## config.mk

```make
export PLATFORM = sky130hd
export DESIGN_NAME = npcs_ctrl
export DESIGN_NICKNAME = d
export VERILOG_FILES = /design/src/sv/npcs_pkg.sv /design/src/sv/npcs_ctrl.sv
export SDC_FILE = /design/constraint.sdc
export NUM_CORES = 1
export LEC_CHECK = 0
export ABC_AREA = 1
export BUFFER_PORTS_ARGS = -buffer_cell sky130_fd_sc_hd__buf_4
export CORE_AREA = 2 2 39 41
export CTS_BUF_LIST = sky130_fd_sc_hd__clkbuf_2
export DETAILED_ROUTE_END_ITERATION = 16
export DIE_AREA = 0 0 41 43
export PLACE_DENSITY = 0.5
export SYNTH_ARGS = -nofsm -noshare
export SYNTH_HDL_FRONTEND = slang
export SYNTH_SLANG_ARGS = --single-unit
```

## constraint.sdc

```tcl
create_clock -name clk -period 1.4 [get_ports clk]
set_input_delay 0.28 -clock clk [delete_from_list [all_inputs] [get_ports clk]]
set_output_delay 0.28 -clock clk [all_outputs]
set_load 0.005 [all_outputs]
```

## src/sv/npcs_pkg.sv

```systemverilog
// Package for the nearest palette colour search unit.
// Holds item structs, FSM state type, controller/datapath interface structs and constants.
// No dependencies.
`default_nettype none

package npcs_pkg;

  localparam int PALETTE_DEPTH = 256;
  localparam int IDX_W = (PALETTE_DEPTH > 1) ? $clog2(PALETTE_DEPTH) : 1;
  localparam int CNT_W = 9;
  localparam int CH_W = 8;
  localparam int ENTRY_W = 3 * CH_W;
  localparam int SQ_W = 2 * CH_W;
  localparam int WEIGHT_W = 16;
  localparam int PROD_W = SQ_W + WEIGHT_W;
  localparam int DIST_W = 16;
  localparam int OUT_IDX_W = 8;
  localparam int W_SHIFT = 16;

  localparam logic [WEIGHT_W-1:0] W_RED = 16'd19595;
  localparam logic [WEIGHT_W-1:0] W_GREEN = 16'd38470;
  localparam logic [WEIGHT_W-1:0] W_BLUE = 16'd7471;

  localparam logic MODE_LOAD = 1'b0;
  localparam logic MODE_QUERY = 1'b1;

  typedef struct packed {
    logic            mode;
    logic [7:0]      entry_index;
    logic [CH_W-1:0] red;
    logic [CH_W-1:0] green;
    logic [CH_W-1:0] blue;
  } in_item_t;

  typedef struct packed {
    logic [OUT_IDX_W-1:0] best_index;
    logic [DIST_W-1:0]    best_distance;
    logic                 found;
  } out_item_t;

  typedef enum logic [1:0] {
    ST_IDLE,
    ST_SCAN,
    ST_DRAIN,
    ST_DONE
  } state_t;

  typedef struct packed {
    logic write_entry;
    logic start_query;
    logic issue;
    logic finish;
  } ctrl_cmd_t;

  typedef struct packed {
    logic count_zero;
    logic last_issue;
    logic pipe_busy;
    logic out_free;
  } dp_status_t;

endpackage

`default_nettype wire

```

## src/sv/npcs_ctrl.sv

```systemverilog
// Controller state machine of the nearest palette colour search unit.
// Sequences loads, the palette scan, pipeline drain and result hand-off.
// Depends on npcs_pkg.
`default_nettype none

module npcs_ctrl
  import npcs_pkg::*;
(
  input  wire logic       clk,
  input  wire logic       rst_n,
  input  wire logic       in_valid,
  input  wire logic       in_mode,
  input  wire dp_status_t status,
  output ctrl_cmd_t       cmd,
  output logic            in_stall
);

  state_t state_r;
  state_t state_nxt;

  always_ff @(posedge clk) begin
    if (!rst_n) begin
      state_r <= ST_IDLE;
    end else begin
      state_r <= state_nxt;
    end
  end

  always_comb begin
    state_nxt = state_r;
    unique case (state_r)
      ST_IDLE: begin
        if (in_valid && (in_mode == MODE_QUERY)) begin
          state_nxt = status.count_zero ? ST_DONE : ST_SCAN;
        end
      end
      ST_SCAN: begin
        if (status.last_issue) begin
          state_nxt = ST_DRAIN;
        end
      end
      ST_DRAIN: begin
        if (!status.pipe_busy) begin
          state_nxt = ST_DONE;
        end
      end
      ST_DONE: begin
        if (status.out_free) begin
          state_nxt = ST_IDLE;
        end
      end
      default: state_nxt = ST_IDLE;
    endcase
  end

  always_comb begin
    cmd = '0;
    in_stall = 1'b1;
    unique case (state_r)
      ST_IDLE: begin
        in_stall = 1'b0;
        cmd.write_entry = in_valid && (in_mode == MODE_LOAD);
        cmd.start_query = in_valid && (in_mode == MODE_QUERY);
      end
      ST_SCAN: begin
        cmd.issue = 1'b1;
      end
      ST_DRAIN: begin
        cmd = '0;
      end
      ST_DONE: begin
        cmd.finish = status.out_free;
      end
      default: cmd = '0;
    endcase
  end

endmodule

`default_nettype wire

```

**Word level (Yosys, flattened, before mapping)**

Cells that the tools add are included.

- Add/sub/neg operators: 0
- Multiply operators: 0
- Div/mod/pow operators: 0
- $lt $le $gt $ge: 0
- Eq/ne operators: 7
- Shift operators: 0
- Multiplexer cells: 10
- Bitwise operators: 1
- Reduce and logical (&&, ||, !) cells: 4

Operators by type and width:

| kind | number |
|---|---|
| 2-bit two-way mux | 6 |
| 2-bit != test, second input constant | 4 |
| 2-bit one-hot mux with 4 select lines | 1 |
| 2-bit equality test, second input constant | 2 |
| 4-bit AND reduction | 1 |
| 1-bit two-way mux | 3 |
| 2-bit by 1-bit equality test with 1-bit output, second input constant | 1 |
| 1-bit logical AND | 2 |
| 2-bit zero test | 1 |
| 1-bit NOT | 1 |

- Flip-flop bits (word level): 2
- Bits in latches: 0
- Memory bits (writable): 0
- Memory bits (read-only): 0
- Bits of input ports: 8
- Output and inout port bits: 5
- Logic and storage cells: 23
- Memories kept: 0

**Logic depth before layout (Yosys ltp)**

- Word-level depth: 3
- Gate-level depth with buffers: 8
- Depth with buffers taken out: 8

**Worst setup path before layout**

Ideal clock, no wire load.

- Kind: register -> register
- Start: reg state_r[0]
- End: reg state_r[1]
- Library setup time: 113 ps
- Data arrival time: 1016 ps
- Data required time: 1287 ps
- Slack: 271 ps
- Stages on the path, launching flop included: 9
- Path buffers: 0
- Period minus slack after synthesis: 1129 ps
- Cells stage by stage: dfxtp_1 > inv_1 > ha_1 > inv_1 > nor2_1 > a21oi_1 > nand2_1 > nand2_1 > nor2_1

- Word-level cells in the longest chain between the ends: 3
- Elaborated cells on any way between the ends: 10
- Classes of those cells: eq/ne: 7; mux: 1; reduce/logical: 2

RTL lines:

| item | line | source |
|---|---|---|
| start, declared | npcs_ctrl.sv:18 | `state_t state_r;` |
| start signal, assigned | npcs_ctrl.sv:25 | `state_r <= state_nxt;` |
| 2-bit by 1-bit equality test with 1-bit output (tied with other cells) | npcs_ctrl.sv:31 | `unique case (state_r)` |
| 2-bit != test (no line) | n/a |  |
| 4-bit AND reduction (no line) | n/a |  |

Several ways; a longest one is shown, not always the timed one.
A chain may end at the register's enable or synchronous reset.

==> results.toml <==
[setup_path]
path_max_fanout = 4
critical_path.cell_chain = "inv_2 > ha_4 > inv_1 > nor2_1 > buf_4"
slowest_delay_ns = 0.33
cp-start-kind = "flop"
critPathKind = "reg -> out"
cpMaxStageDelayCell = "dfxtp_2"
cp.arrival_ns = 0.99
cp.required_ns = 1.12
critPathCaptureType = "output pin"

[synth]
syn_nets = 50
avgSynthCellArea_um2 = 6.121
ys_ff_latch = 2
yosysWarnings = 0
ys_types = 8
syn_area_um2 = 226.5
synthDominantCellAreaShare = 0.2762
yosysSeqAreaShare = 0.1768
syn_inst = 37
synth_top_cell_by_area = "ha_1"
synth_area_leaders = "ha_1 (28%), nand2_1 (20%), dfxtp_1 (18%)"

[global_route]
grt_max_degree = 5
grt_use_total = 0.05812
grt_overflow = 0
antenna_found_initial = 0
grt_first_pass_wirelength_um = 690
grt_pass1_vias = 205

[die]
die_y_um = 43
die_area_um2 = 1763
core_region_area_um2 = 1384
fp-row-count = 14
ios = 13
start_util = 0.1637
fp.dieW_um = 41

[timing]
min_period_over_period = 0.9082
slew_violations = 0
fin_hold_ws_ns = 0.3283
setup_viol = 0
clock_skew_ns = 0.003761
max_freq_mhz = 786.5
relSlewSlack = 0.9273
finalCriticalPeriod_ns = 1.271
hold_viol = 0
post-route-worst-setup-slack_ns = 0.1286
setup-tns-final_ns = 0
worstMarginPinSlew_ns = 0.1088
rsz0062_at_grt = "no"

[clock_network]
cts_tree = "done"
clk_latency_ns = 0.18
cts_resized = 2
hold_buffers = 0
cts_root_buf = "clkbuf_2"
cts.sinks = 2
cts_setup_buffers = 0
htree_levels = 1
clk_pin_slew_worst_paths_ns = 0.03
clockBufferDepth = 2
cts_made_buffers = 3

[routing]
drt_first_iter_violations = 2
drcViolationCount = 0
wl_per_cell_um = 6.265
wl_um = 426
avgViaCountPerCell = 3.529
vias = 240
ant_nets = 0
firstDrtPassIters = 2

[pwr]
p_sw_frac = 0.4422
internal_power_uw = 360.3
netSwitchingPower_uw = 285.6
seqPwrFrac = 0.189
p_comb_frac = 0.679
ir_worst_vdd_mv = 0.7155
p_per_area_nw_per_um2 = 1762
clock_power_share = 0.131
p_leak_uw = 0.0002182

[layout]
largest-register = "state_r"
finalNetCount = 67
syn2layout_area_growth_pct = 61.88
layout_common_cells = "nand2_1 (12), buf_4 (12), nor2_1 (8)"
stdcell_count = 68
largest_reg_flops = 2
design_area_um2 = 366.6
antenna_cells = 0
drive_gt1_frac = 0.4231
reg_top3 = "state_r x2"
fill_cells = 165

[placed_design]
placed_cells = 65
place_ws_ns = 0.1876
dpl.hpwl_um = 367.7
place_area_um2 = 336.6
numPortBuffers = 12
place.gp.congestion = 0.7216

[status]
status = "complete, no violations"

[hold_path]
hold_class = "in -> reg"

[run]
maxCapViolCount = 0
-- routing by layer --
metal / global-route usage / wire length, µm
met3: 0.05236 / 48
met1: 0.06070 / 202
met4: 0.02000 / 0
met5: 0 / 0
met2: 0.08125 / 175
-- cells in the mapped netlist --
| library cell | number |
|---|---|
| nand2_2 | 1 |
| nand2_1 | 12 |
| nor2_1 | 8 |
| a21oi_1 | 1 |
| dfxtp_1 | 2 |
| inv_1 | 7 |
| ha_1 | 5 |
| nor2_4 | 1 |
-- cell type report --
class                           count  area [µm²]  area share
Clock buffer                        3       15.01     0.04096
Inverter                            7       26.28     0.07167
Multi-Input combinational cell     28       172.7      0.4710
Sequential cell                     2       42.54      0.1160
Tap cell                           16       20.02     0.05461
Timing Repair Buffer               12       90.09      0.2457
-- critical path, delay by kind of cell, from the launching register on --
kind / cells / cell delay (ns)
buffers and inverters: 3 / 0.24
flip-flops: 1 / 0.33
adder cells (fa/ha/maj): 1 / 0.14
AND/OR/NAND/NOR: 1 / 0.10
-- power groups by stage --
stage | clock network [µW] | logic, µW | registers, µW
after floorplan | 0 | 283 | 107
after global placement | 0 | 416 | 112
after detailed placement | 0 | 412 | 114
after CTS | 91.7 | 414 | 120
after global routing | 96.7 | 520 | 129
final | 84.8 | 439 | 122
-- logic make-up after synthesis --
logic type      after synthesis  synth area share
simple gates                 22            0.4088
buf+inv                       7            0.1160
fa+ha+maj                     5            0.2762
flops                         2            0.1768
compound gates                1           0.02208
-- final timing paths --
path / from / end / slack (ns) / cells after the start
setup / recovery: state_r[0] / cmd[2] / 0.13 / 5
hold / removal: rst_n / state_r[0] / 0.33 / 3
setup reg to reg: state_r[0] / state_r[1] / 0.25 / 8
hold reg to reg: state_r[1] / state_r[1] / 0.51 / 2
-- per-stage QoR --
step | total power, µW | util
floorplan | 390.0 | -
global placement | 528.6 | 0.2432
detailed placement | 526.1 | 0.2432
CTS | 625.3 | 0.2559
global route | 745.6 | 0.2649
finish | 646.0 | 0.2649
Note: power is estimated with default switching activity, not from simulation.
